## src/hdl/aip_pkg.sv

```systemverilog
package aip_pkg;

    localparam int CHAR_W       = 8;
    localparam int BASE_W       = 6;
    localparam int DIGIT_W      = 6;
    localparam int VALUE_W      = 64;
    localparam int END_W        = 13;
    localparam int STATUS_W     = 2;
    localparam int IN_TDATA_W   = 8;
    localparam int OUT_TDATA_W  = 80;
    localparam int OUT_PAD_W    = OUT_TDATA_W - VALUE_W - END_W - STATUS_W;

    localparam int MAX_LENGTH_DEF  = 4096;
    localparam int QUEUE_DEPTH_DEF = 2;

    localparam logic [BASE_W-1:0] BASE_RESET   = 6'd10;
    localparam logic [BASE_W-1:0] BASE_DETECT  = 6'd0;
    localparam logic [BASE_W-1:0] BASE_ONE     = 6'd1;
    localparam logic [BASE_W-1:0] BASE_OCT     = 6'd8;
    localparam logic [BASE_W-1:0] BASE_DEC     = 6'd10;
    localparam logic [BASE_W-1:0] BASE_HEX     = 6'd16;
    localparam logic [BASE_W-1:0] BASE_MAX     = 6'd36;

    localparam logic [DIGIT_W-1:0] NO_DIGIT    = 6'd36;

    localparam logic [CHAR_W-1:0] CH_NUL     = 8'd0;
    localparam logic [CHAR_W-1:0] CH_NL      = 8'd10;
    localparam logic [CHAR_W-1:0] CH_PLUS    = 8'd43;
    localparam logic [CHAR_W-1:0] CH_MINUS   = 8'd45;
    localparam logic [CHAR_W-1:0] CH_ZERO    = 8'd48;
    localparam logic [CHAR_W-1:0] CH_NINE    = 8'd57;
    localparam logic [CHAR_W-1:0] CH_UP_A    = 8'd65;
    localparam logic [CHAR_W-1:0] CH_UP_X    = 8'd88;
    localparam logic [CHAR_W-1:0] CH_UP_Z    = 8'd90;
    localparam logic [CHAR_W-1:0] CH_LO_A    = 8'd97;
    localparam logic [CHAR_W-1:0] CH_LO_X    = 8'd120;
    localparam logic [CHAR_W-1:0] CH_LO_Z    = 8'd122;
    localparam logic [CHAR_W-1:0] CASE_GAP   = 8'd32;
    localparam logic [CHAR_W-1:0] LETTER_OFS = 8'd55;

    localparam logic [STATUS_W-1:0] STATUS_OK      = 2'd0;
    localparam logic [STATUS_W-1:0] STATUS_RANGE   = 2'd1;
    localparam logic [STATUS_W-1:0] STATUS_BADBASE = 2'd2;

    localparam logic [VALUE_W-1:0] POS_LIMIT = 64'h7FFF_FFFF_FFFF_FFFF;
    localparam logic [VALUE_W-1:0] NEG_LIMIT = 64'h8000_0000_0000_0000;

    // one classified character, front to back
    typedef struct packed {
        logic [DIGIT_W-1:0] digit;
        logic               is_nul;
        logic               is_nl;
        logic               is_minus;
        logic               is_plus;
        logic               is_zero;
        logic               is_x;
        logic               last;
        logic [BASE_W-1:0]  base;
    } cmd_t;

    typedef struct packed {
        logic [STATUS_W-1:0]       status;
        logic [END_W-1:0]          end_index;
        logic signed [VALUE_W-1:0] value;
    } res_t;

    function automatic logic [DIGIT_W-1:0] digit_of(input logic [CHAR_W-1:0] c);
        logic [CHAR_W-1:0] u;
        u = c;
        if (c >= CH_ZERO && c <= CH_NINE)
        begin
            return DIGIT_W'(c - CH_ZERO);
        end
        if (c >= CH_LO_A && c <= CH_LO_Z)
        begin
            u = c - CASE_GAP;
        end
        if (u >= CH_UP_A && u <= CH_UP_Z)
        begin
            return DIGIT_W'(u - LETTER_OFS);
        end
        return NO_DIGIT;
    endfunction

    function automatic logic base_bad(input logic [BASE_W-1:0] b);
        return (b == BASE_ONE) || (b > BASE_MAX);
    endfunction

endpackage

```

## src/hdl/aip_front.sv

```systemverilog
module aip_front (
    input  logic                           clk,
    input  logic                           rst_n,
    input  logic                           cfg_we,
    input  logic [aip_pkg::BASE_W-1:0]     cfg_data,
    input  logic                           in_valid,
    output logic                           in_ready,
    input  logic [aip_pkg::CHAR_W-1:0]     in_char,
    input  logic                           in_last,
    output logic                           cmd_valid,
    input  logic                           cmd_ready,
    output aip_pkg::cmd_t                  cmd
);
    import aip_pkg::*;

    logic [BASE_W-1:0] base_reg;

    // radix register; write it only between strings (the block does not enforce this)
    always_ff @(posedge clk or negedge rst_n)
    begin
        if (!rst_n)
        begin
            base_reg <= BASE_RESET;
        end
        else if (cfg_we)
        begin
            base_reg <= cfg_data;
        end
    end

    assign in_ready  = cmd_ready;
    assign cmd_valid = in_valid;

    always_comb
    begin
        cmd.digit    = digit_of(in_char);
        cmd.is_nul   = (in_char == CH_NUL);
        cmd.is_nl    = (in_char == CH_NL);
        cmd.is_minus = (in_char == CH_MINUS);
        cmd.is_plus  = (in_char == CH_PLUS);
        cmd.is_zero  = (in_char == CH_ZERO);
        cmd.is_x     = (in_char == CH_LO_X) || (in_char == CH_UP_X);
        cmd.last     = in_last;
        cmd.base     = base_reg;
    end

endmodule

```

## src/hdl/aip_queue.sv

```systemverilog
module aip_queue #(
    parameter int DEPTH = aip_pkg::QUEUE_DEPTH_DEF
) (
    input  logic          clk,
    input  logic          rst_n,
    input  logic          push_valid,
    output logic          push_ready,
    input  aip_pkg::cmd_t push_data,
    output logic          pop_valid,
    input  logic          pop,
    output aip_pkg::cmd_t pop_data
);
    import aip_pkg::*;

    localparam int AW = (DEPTH > 1) ? $clog2(DEPTH) : 1;
    localparam int CW = $clog2(DEPTH + 1);

    cmd_t          mem_reg [DEPTH];
    logic [AW-1:0] wr_ptr_reg;
    logic [AW-1:0] rd_ptr_reg;
    logic [CW-1:0] count_reg;
    logic          do_push;
    logic          do_pop;

    assign push_ready = (count_reg != CW'(DEPTH));
    assign pop_valid  = (count_reg != '0);
    assign pop_data   = mem_reg[rd_ptr_reg];
    assign do_push    = push_valid && push_ready;
    assign do_pop     = pop && pop_valid;

    always_ff @(posedge clk)
    begin
        if (do_push)
        begin
            mem_reg[wr_ptr_reg] <= push_data;
        end
    end

    always_ff @(posedge clk or negedge rst_n)
    begin
        if (!rst_n)
        begin
            wr_ptr_reg <= '0;
            rd_ptr_reg <= '0;
            count_reg  <= '0;
        end
        else
        begin
            if (do_push)
            begin
                wr_ptr_reg <= (wr_ptr_reg == AW'(DEPTH - 1)) ? '0 : wr_ptr_reg + AW'(1);
            end
            if (do_pop)
            begin
                rd_ptr_reg <= (rd_ptr_reg == AW'(DEPTH - 1)) ? '0 : rd_ptr_reg + AW'(1);
            end
            if (do_push && !do_pop)
            begin
                count_reg <= count_reg + CW'(1);
            end
            else if (do_pop && !do_push)
            begin
                count_reg <= count_reg - CW'(1);
            end
        end
    end

endmodule

```

## src/hdl/aip_back.sv

```systemverilog
module aip_back #(
    parameter int MAX_LENGTH = aip_pkg::MAX_LENGTH_DEF
) (
    input  logic          clk,
    input  logic          rst_n,
    input  logic          cmd_valid,
    output logic          cmd_pop,
    input  aip_pkg::cmd_t cmd,
    output logic          res_valid,
    input  logic          res_ready,
    output aip_pkg::res_t res
);
    import aip_pkg::*;

    localparam int POS_W = $clog2(MAX_LENGTH + 1);
    localparam int PH_W  = 3;
    localparam int SUM_W = VALUE_W + BASE_W + 1;

    localparam logic [PH_W-1:0] PH_SPACE    = 3'd0;
    localparam logic [PH_W-1:0] PH_PLUS     = 3'd1;
    localparam logic [PH_W-1:0] PH_PREFIX   = 3'd2;
    localparam logic [PH_W-1:0] PH_EXPECT_X = 3'd3;
    localparam logic [PH_W-1:0] PH_DIGITS   = 3'd4;
    localparam logic [PH_W-1:0] PH_DONE     = 3'd5;

    logic [PH_W-1:0]    phase_reg,  phase_next;
    logic [VALUE_W-1:0] acc_reg,    acc_next;
    logic [BASE_W-1:0]  base_reg,   base_next;
    logic               neg_reg,    neg_next;
    logic [POS_W-1:0]   pos_reg,    pos_next;
    logic [POS_W-1:0]   cend_reg,   cend_next;
    logic               range_reg,  range_next;

    logic               out_valid_reg;
    res_t               out_reg;
    res_t               res_new;

    logic               first;
    logic               keep;
    logic [POS_W-1:0]   idx_plus;
    logic [BASE_W-1:0]  base_eff;
    logic [BASE_W-1:0]  radix;
    logic               digit_ok;
    logic [VALUE_W-1:0] limit;
    logic [SUM_W-1:0]   mac;
    logic               sat;
    logic [PH_W-1:0]    ph;
    logic               handled;
    logic               use_digit;
    logic [VALUE_W-1:0] mag;

    // a result needs the output register free; other characters never wait
    assign cmd_pop = cmd_valid && (!cmd.last || !out_valid_reg || res_ready);

    assign first    = (pos_reg == '0);
    assign keep     = (pos_reg < POS_W'(MAX_LENGTH));
    assign idx_plus = pos_reg + POS_W'(1);
    assign base_eff = first ? cmd.base : base_reg;
    assign radix    = (base_eff == BASE_DETECT) ? BASE_DEC : base_eff;
    assign digit_ok = (cmd.digit < radix);
    assign limit    = neg_reg ? NEG_LIMIT : POS_LIMIT;

    // acc*radix + d > limit is the same test as acc > (limit - d) / radix
    assign mac = SUM_W'(acc_reg) * SUM_W'(radix) + SUM_W'(cmd.digit);
    assign sat = (mac > SUM_W'(limit));

    always_comb
    begin
        phase_next = phase_reg;
        acc_next   = acc_reg;
        base_next  = base_reg;
        neg_next   = neg_reg;
        pos_next   = pos_reg;
        cend_next  = cend_reg;
        range_next = range_reg;
        ph         = phase_reg;
        handled    = 1'b0;
        use_digit  = 1'b0;
        mag        = '0;
        res_new    = '0;

        if (cmd_pop)
        begin
            if (first)
            begin
                base_next = cmd.base;
                if (base_bad(cmd.base))
                begin
                    phase_next = PH_DONE;
                    ph         = PH_DONE;
                end
            end

            if (keep)
            begin
                pos_next = idx_plus;
                if (ph == PH_DONE)
                begin
                    handled = 1'b1;
                end
                else if (cmd.is_nul)
                begin
                    phase_next = PH_DONE;
                    handled    = 1'b1;
                end

                if (!handled && ph == PH_SPACE)
                begin
                    if (cmd.is_nl)
                    begin
                        handled = 1'b1;
                    end
                    else if (cmd.is_minus)
                    begin
                        neg_next   = 1'b1;
                        phase_next = PH_PLUS;
                        handled    = 1'b1;
                    end
                    else
                    begin
                        ph = PH_PLUS;
                    end
                end

                if (!handled && ph == PH_PLUS)
                begin
                    if (cmd.is_plus)
                    begin
                        phase_next = PH_PREFIX;
                        handled    = 1'b1;
                    end
                    else
                    begin
                        ph = PH_PREFIX;
                    end
                end

                if (!handled && ph == PH_PREFIX)
                begin
                    handled = 1'b1;
                    if (cmd.is_zero && (base_eff == BASE_DETECT || base_eff == BASE_HEX))
                    begin
                        if (base_eff == BASE_DETECT)
                        begin
                            base_next = BASE_OCT;
                        end
                        cend_next  = idx_plus;
                        phase_next = PH_EXPECT_X;
                    end
                    else
                    begin
                        use_digit = 1'b1;
                    end
                end

                if (!handled && ph == PH_EXPECT_X)
                begin
                    handled = 1'b1;
                    if (cmd.is_x)
                    begin
                        base_next  = BASE_HEX;
                        phase_next = PH_DIGITS;
                    end
                    else
                    begin
                        use_digit = 1'b1;
                    end
                end

                if (!handled)
                begin
                    use_digit = 1'b1;
                end

                if (use_digit)
                begin
                    if (!digit_ok)
                    begin
                        phase_next = PH_DONE;
                    end
                    else
                    begin
                        if (sat)
                        begin
                            acc_next   = limit;
                            range_next = 1'b1;
                        end
                        else
                        begin
                            acc_next = mac[VALUE_W-1:0];
                        end
                        cend_next  = idx_plus;
                        phase_next = PH_DIGITS;
                    end
                end
            end

            if (cmd.last)
            begin
                mag = neg_next ? (VALUE_W'(0) - acc_next) : acc_next;
                if (base_bad(base_next))
                begin
                    res_new.status    = STATUS_BADBASE;
                    res_new.end_index = '0;
                    res_new.value     = '0;
                end
                else
                begin
                    res_new.status    = range_next ? STATUS_RANGE : STATUS_OK;
                    res_new.end_index = END_W'(cend_next);
                    res_new.value     = mag;
                end
                phase_next = PH_SPACE;
                acc_next   = '0;
                base_next  = '0;
                neg_next   = 1'b0;
                pos_next   = '0;
                cend_next  = '0;
                range_next = 1'b0;
            end
        end
    end

    always_ff @(posedge clk or negedge rst_n)
    begin
        if (!rst_n)
        begin
            phase_reg     <= PH_SPACE;
            acc_reg       <= '0;
            base_reg      <= '0;
            neg_reg       <= 1'b0;
            pos_reg       <= '0;
            cend_reg      <= '0;
            range_reg     <= 1'b0;
            out_valid_reg <= 1'b0;
        end
        else
        begin
            phase_reg <= phase_next;
            acc_reg   <= acc_next;
            base_reg  <= base_next;
            neg_reg   <= neg_next;
            pos_reg   <= pos_next;
            cend_reg  <= cend_next;
            range_reg <= range_next;
            if (cmd_pop && cmd.last)
            begin
                out_valid_reg <= 1'b1;
            end
            else if (res_ready)
            begin
                out_valid_reg <= 1'b0;
            end
        end
    end

    always_ff @(posedge clk)
    begin
        if (cmd_pop && cmd.last)
        begin
            out_reg <= res_new;
        end
    end

    assign res_valid = out_valid_reg;
    assign res       = out_reg;

endmodule

```

## src/hdl/ascii_integer_parser.sv

```systemverilog
// channel   dir  beat contents (tdata from bit 0 up)
// --------  ---  ------------------------------------------------------------
// s_axis    in   tdata: character[7:0]; tlast: last character of a string
// m_axis    out  tdata: value[63:0], end_index[76:64], status[78:77], pad[79]
// cfg       in   cfg_we/cfg_data: number_base, taken on any clock with cfg_we
//
// One character per clock unless a stalled m_axis holds a tlast beat, set by the
// back end's 64x6 multiply-accumulate and saturation compare, one per cycle.
// A result shows up after the tlast beat passes the queue and the output register.
// rst_n clears all string state, the queue pointers and the result valid at once.
// A stalled m_axis only holds back tlast beats; other characters keep flowing
// until the queue, two entries deep by default, fills.
module ascii_integer_parser #(
    parameter int MAX_LENGTH  = aip_pkg::MAX_LENGTH_DEF,
    parameter int QUEUE_DEPTH = aip_pkg::QUEUE_DEPTH_DEF
) (
    input  logic                              clk,
    input  logic                              rst_n,
    // number_base[5:0]
    input  logic                              cfg_we,
    input  logic [aip_pkg::BASE_W-1:0]        cfg_data,
    input  logic                              s_axis_tvalid,
    output logic                              s_axis_tready,
    // character[7:0]
    input  logic [aip_pkg::IN_TDATA_W-1:0]    s_axis_tdata,
    input  logic                              s_axis_tlast,
    output logic                              m_axis_tvalid,
    input  logic                              m_axis_tready,
    // value[63:0], end_index[76:64], status[78:77], zero pad[79]
    output logic [aip_pkg::OUT_TDATA_W-1:0]   m_axis_tdata
);
    import aip_pkg::*;

    cmd_t front_cmd;
    logic front_valid;
    logic front_ready;
    cmd_t q_head;
    logic q_valid;
    logic q_pop;
    res_t res;

    // front: radix register and character classification
    aip_front u_front (
        .clk       (clk),
        .rst_n     (rst_n),
        .cfg_we    (cfg_we),
        .cfg_data  (cfg_data),
        .in_valid  (s_axis_tvalid),
        .in_ready  (s_axis_tready),
        .in_char   (s_axis_tdata[CHAR_W-1:0]),
        .in_last   (s_axis_tlast),
        .cmd_valid (front_valid),
        .cmd_ready (front_ready),
        .cmd       (front_cmd)
    );

    // decouples classification from the accumulate loop
    aip_queue #(
        .DEPTH (QUEUE_DEPTH)
    ) u_queue (
        .clk        (clk),
        .rst_n      (rst_n),
        .push_valid (front_valid),
        .push_ready (front_ready),
        .push_data  (front_cmd),
        .pop_valid  (q_valid),
        .pop        (q_pop),
        .pop_data   (q_head)
    );

    // back: parse state machine, accumulator, result register
    aip_back #(
        .MAX_LENGTH (MAX_LENGTH)
    ) u_back (
        .clk       (clk),
        .rst_n     (rst_n),
        .cmd_valid (q_valid),
        .cmd_pop   (q_pop),
        .cmd       (q_head),
        .res_valid (m_axis_tvalid),
        .res_ready (m_axis_tready),
        .res       (res)
    );

    assign m_axis_tdata = {OUT_PAD_W'(0), res.status, res.end_index, res.value};

    // only three status codes ever leave the block
    a_status_code: assert property (@(posedge clk) disable iff (!rst_n)
        m_axis_tvalid |-> (res.status == STATUS_OK || res.status == STATUS_RANGE ||
                           res.status == STATUS_BADBASE))
        else $error("bad status code on result beat");

    // a bad radix reports nothing parsed
    a_badbase_zero: assert property (@(posedge clk) disable iff (!rst_n)
        (m_axis_tvalid && res.status == STATUS_BADBASE) |->
        (res.value == '0 && res.end_index == '0))
        else $error("bad-radix result carries a value");

    // an out-of-range result sits on one of the two limits
    a_range_limit: assert property (@(posedge clk) disable iff (!rst_n)
        (m_axis_tvalid && res.status == STATUS_RANGE) |->
        (res.value == POS_LIMIT || res.value == NEG_LIMIT))
        else $error("saturated result not at a limit");

endmodule
```

## config.mk

```make
export PLATFORM = sky130hd
export DESIGN_NAME = ascii_integer_parser
export DESIGN_NICKNAME = d
export VERILOG_FILES = /design/src/hdl/aip_pkg.sv /design/src/hdl/aip_front.sv /design/src/hdl/aip_queue.sv /design/src/hdl/aip_back.sv /design/src/hdl/ascii_integer_parser.sv
export SDC_FILE = /design/constraint.sdc
export NUM_CORES = 1
export LEC_CHECK = 0
export BUFFER_PORTS_ARGS = -buffer_cell sky130_fd_sc_hd__buf_4
export CAP_MARGIN = 20
export CORE_AREA = 2 2 235 237
export CTS_BUF_LIST = sky130_fd_sc_hd__clkbuf_2
export DETAILED_ROUTE_END_ITERATION = 10
export DIE_AREA = 0 0 237 239
export PLACE_DENSITY = 0.69
export SLEW_MARGIN = 5
export SYNTH_ARGS = -nofsm -noshare
export SYNTH_HDL_FRONTEND = slang
export SYNTH_HIERARCHICAL = 1
export SYNTH_SLANG_ARGS = --single-unit
```

## constraint.sdc

```tcl
create_clock -name clk -period 26.5 [get_ports clk]
set_clock_uncertainty 0.15 [all_clocks]
set_input_delay 6.625 -clock clk [delete_from_list [all_inputs] [get_ports clk]]
set_output_delay 6.625 -clock clk [all_outputs]
set_load 0.01 [all_outputs]
```

## Yosys cells after proc, flatten, opt, wreduce, memory -nomap -nowiden

Memory sizes are Yosys's and may differ from the RTL's.
Index checks and enable logic that the tools add are counted.

| word-level totals | value |
|---|---|
| latch bits | 0 |
| ROM bits | 0 |
| bits in registers | 191 |
| memories kept | 1 |
| bits of input ports | 20 |
| output and inout port bits | 82 |
| memory bits (writable) | 38 |
| word-level logic and storage cells | 206 |

| cells by class | value |
|---|---|
| bitwise operators | 2 |
| magnitude comparators | 11 |
| multiplexer cells | 112 |
| $mul | 1 |
| div/mod/pow operators | 0 |
| eq/ne operators | 14 |
| reduce and logical (&&, ||, !) cells | 39 |
| shift-type cells | 0 |
| add/subtract/negate cells | 10 |

Memories:

| memory | depth | bits a word | rd ports | clocked after memory_dff | write ports | line | source |
|---|---|---|---|---|---|---|---|
| u_queue.mem_reg | 2 | 19 | 1 | 0 | 1 | aip_queue.sv:18 | `cmd_t mem_reg [DEPTH];` |

Operators with widths:

| kind | number |
|---|---|
| two-way mux 64 bit | 8 |
| two-way mux 13 bit | 8 |
| two-way mux 3 bit | 28 |
| two-way mux 6 bit | 14 |
| two-way mux 79 bit | 1 |
| adder 70 x 6 -> 71 bit | 1 |
| greater-than comparator 71 x 64 -> 1 bit | 1 |
| multiplier 64 x 6 -> 70 bit | 1 |
| subtractor 1 x 64 -> 64 bit, first input constant | 1 |
| two-way mux 1 bit | 49 |
| equality test 8 x 6 -> 1 bit, second input constant | 3 |
| equality test 8 x 7 -> 1 bit, second input constant | 2 |
| greater-or-equal comparator 8 x 7 -> 1 bit, second input constant | 2 |
| <= comparator 8 x 7 -> 1 bit, second input constant | 2 |
| two-way mux 8 bit | 2 |
| logical AND 1 bit | 14 |
| adder 13 x 1 -> 13 bit, second input constant | 1 |
| logical NOT 13 bit | 1 |
| < comparator 13 bit, second input constant | 1 |
| equality test 6 x 1 -> 1 bit, second input constant | 2 |
| greater-than comparator 6 bit, second input constant | 2 |
| subtractor 6 bit, second input constant | 2 |
| equality test 8 x 4 -> 1 bit, second input constant | 1 |
| greater-or-equal comparator 8 x 6 -> 1 bit, second input constant | 1 |
| other kinds (21) | 41 |

## Logic depth before layout (Yosys ltp)

An unclocked memory read counts as a cell.

| logic depth | value |
|---|---|
| word-level depth | 39 |
| depth in mapped cells | 56 |
| gate-level depth less buffers | 49 |

## Modules after synthesis

Netlist, hierarchy kept.

By module, submodules not included:

| module | instances | cells each | seq. area each (sq um) | area an instance (sq um) |
|---|---|---|---|---|
| aip_back | 1 | 2999 | 4924.7 | 26076.3 |
| aip_queue | 1 | 77 | 1241.2 | 1589.0 |
| aip_front | 1 | 96 | 152.6 | 830.8 |
| ascii_integer_parser | 1 | 2 | 0.0 | 11.3 |

## Least setup slack after synthesis

No wires, ideal clock.

| path | value |
|---|---|
| path type | reg-to-reg |
| start | register u_back.pos_reg[0] |
| end | register u_back.out_reg (netlist bit u_back/res[36]) (data pin) |
| data arrival time | 11196 ps |
| period minus slack after synthesis | 11608 ps |
| stages on the path, launching flop included | 52 |
| required time | 26089 ps |
| setup time | 261 ps |
| buffers on the path | 6 |
| path slack | 14892 ps |
| cell sequence | dfrtp_1 inv_1 ha_1 nor4b_2 nand3_1 a2111oi_0 and4_1 nand2_1 nand2_1 clkbuf_1 clkbuf_1 nand2_1 fa_1 fa_1 inv_1 fa_1 inv_1 fa_1 (+16 left out) a221oi_1 a41o_1 o311a_2 nand3_1 nor4_2 clkbuf_1 buf_1 clkbuf_1 a211oi_1 a21oi_1 ha_1 nand2_1 nor2_1 and4_1 and3_1 clkbuf_1 a31oi_1 mux2i_1 |

| between the ends | value |
|---|---|
| cells in the longest elaborated chain, start to end | 35 |
| elaborated cells between the ends (all ways) | 82 |
| those cells by class | 2 x add/sub; 1 x mul; 4 x order compare; 6 x eq/ne; 54 x mux; 15 x reduce/logical |

RTL lines:

| what | line | source |
|---|---|---|
| from (decl) | aip_back.sv:30 | `logic [POS_W-1:0] pos_reg, pos_next;` |
| from (signal assigned) | aip_back.sv:243 | `pos_reg <= pos_next;` |
| parallel branches: the longest is 35 deep, another holds adder 70 x 6 -> 71 bit | n/a |  |
| to (signal assigned) | aip_back.sv:261 | `out_reg <= res_new;` |
| to (decl) | aip_back.sv:35 | `res_t out_reg;` |

Several ways; the timed one is not identified. The select of a mux whose other input is x is not followed.
A chain may end at the register's enable or synchronous reset.

## Final worst setup path

| path | value |
|---|---|
| start | register u_back.pos_reg[0] |
| end | register u_back.out_reg (netlist bit u_back/res[45]) (data pin) |

Same word-level chain as after synthesis.

==> reports/metrics.cfg <==
[run_status]
outcome=complete, no violations

[drt]
drtIter0Drc=2338
drt_wl_total_um=90700
ant_nets=0
vias_per_cell=6.34
drc=0
first_pass_iters=6
vias=24900
post_drt_wl_per_cell_um=23.1

[timing]
setup_viol=0
slew_headroom=0.362
final_max_slew_viol_count=0
hold_viol=0
worst_slew_pin_slew_ns=0.950
finalSetupTns_ns=0
rsz0062_at_grt=false
fmax_mhz=70.1
period_needed_ns=14.27
post-route-period-util=0.538

[global_route]
grt_antenna_before_repair=2
first_global_vias=25100
grt.total_usage=0.321
grt_max_degree=75
grt_pass1_wl_um=142000
grt-ovfl-total=0

[critical_path]
cp_slowest_cell=a221oi_1
reg2reg_depth=47
cpMostUsedCell=inv_1
slowest_delay_ns=0.73
critPathLaunchType=register
arrival_ns=14.75
path_buf_inv=10
cp_max_fo=66
rr_startpoint=u_back/pos_reg[0]
r2r-end=u_back/res[45]
required_ns=26.99
critPathKind=reg -> reg
end_kind=register
cp_top_family=compound AO/OA/AOI/OAI gates
r2r_slack_ns=12.23

[worst_hold_path]
min_to=u_queue/mem_reg[0][0]
hold_path_class=reg -> reg
min_from=u_front/base_reg[0]
worstHoldPathCells=0

[layout]
drive_gt1_frac=0.106
fin_area_sq_um=30100
finish.utilization=0.554
final_common_cell=and2_1
fin_cells=3928
nets=3680
most-common-layout-cells=and2_1, nand2_1, fa_1
fillers=4981
area_growth_pct=5.53
largest_reg_flops=79

[synthesis]
synth_xor_area_frac=0.0356
synth_cells=3174
netlist-cell-type-count=112
synthSimpleGateAreaFrac=0.221
muxShareOfSynthArea=0.0168
synth_fp_nets=3680
ys_seq_area_frac=0.222
syn_area_sq_um=28500
synthArstFlopShare=0.489
synth-compound-area-share=0.172
avgSynthCellArea_sq_um=8.98
yosysWarnings=6
synthAdderAreaFrac=0.280
synth_edf_count=117
ys_ff_latch=229
synth_top_family_by_area=adder cells
synth_ff_type=edfxtp_1

[clock_tree]
clk-insertion-delay-late_ns=0.96
root_buffer=clkbuf_2
cts_buffers=56
cts-resized-gates=0
ctsLongestPathBuffers=3
cts-htree-levels=2
clk_pin_slew_worst_paths_ns=0.12
ctsHoldBuffers=0
clock_sinks=229
cts_tree=done
postCtsSetupRepairBufs=0

[flow_run]
max-cap-violations=0

[placement]
place.gp.congestion=0.972
dp_cells=3818
dp_hpwl_um=68200
dpl_cell_area_sq_um=29500
portBuffers=100

[die]
rows=86
start_util=0.525
die_h_um=239
ioPinCount=102
core_area_sq_um=54300
die_x_um=237
die_area_sq_um=56600

## synth_stat cells (42+ instances only)
library cell	number	area share
a211oi_1	42	0.011
a21oi_1	205	0.036
and2_1	332	0.073
clkbuf_1	136	0.018
dfrtp_1	110	0.097
edfxtp_1	117	0.12
fa_1	252	0.18
ha_1	234	0.10
inv_1	154	0.020
nand2_1	334	0.044
nand3_1	68	0.012
nand4_1	52	0.011
nor2_1	202	0.027
nor3_1	58	0.010
o21ai_0	176	0.031
xnor2_1	65	0.020
xor2_1	51	0.016
## worst max path at each step
stage	startpoint	to	slack, ns	cells past startpoint
6_report	u_back/pos_reg[0]	u_back/res[45]	12.23	47
5_1_grt	u_back/pos_reg[0]	u_back/res[45]	11.44	47
4_1_cts	u_back/pos_reg[0]	u_back/res[44]	12.25	51
3_5_place_dp	u_back/pos_reg[0]	u_back/res[44]	12.35	51
3_3_place_gp	u_back/pos_reg[0]	u_back/res[44]	12.75	51
2_1_floorplan	u_back/pos_reg[0]	u_back/res[36]	14.89	51
## through the flow
stage | worst slack [ns] | hold WS, ns
floorplan | 14.89 | 0.288
CTS | 12.25 | 0.326
global placement | 12.75 | 0.311
detailed placement | 12.35 | 0.312
global route | 11.44 | 0.330
finish | 12.23 | 0.323
## per-layer routing
layer | wire, um | track usage
met5 | 0 | 0
met4 | 4230 | 0.142
met3 | 6930 | 0.0514
met2 | 42200 | 0.522
met1 | 37300 | 0.424
## logic make-up (layout without fill, tap and decap cells)
group / count (synthesis) / in the layout
buffers and inverters: 349 / 397
AND/OR/NAND/NOR: 1213 / 1213
other: 1 / 3
AO/OA/AOI/OAI: 736 / 736
adder cells (fa/ha/maj): 486 / 486
XOR/XNOR: 116 / 116
multiplexers: 44 / 44
flip-flops: 229 / 229
## worst register-to-register path, delay by kind of cell (launching register included)
kind            cells  cell delay [ns]
xor+xnor            1             0.33
fa+ha+maj           7             2.47
simple gates       11             3.70
flops               1             0.47
compound gates     17             4.56
mux                 1             0.40
buf+inv            10             1.90
## area by class of cell
cell class,instances,area (sq um),share of cell area
Antenna cell,2,5.00,0.000166
Timing Repair Buffer,136,1020,0.0339
Multi-Input combinational cell,2596,20700,0.689
Clock inverter,24,131,0.00437
Clock buffer,82,410,0.0136
Tap cell,704,881,0.0293
Inverter,155,583,0.0194
Sequential cell,229,6320,0.210
Power is not shown: default switching activity piles up to over one toggle a cycle in this logic, so the estimate is an artifact.
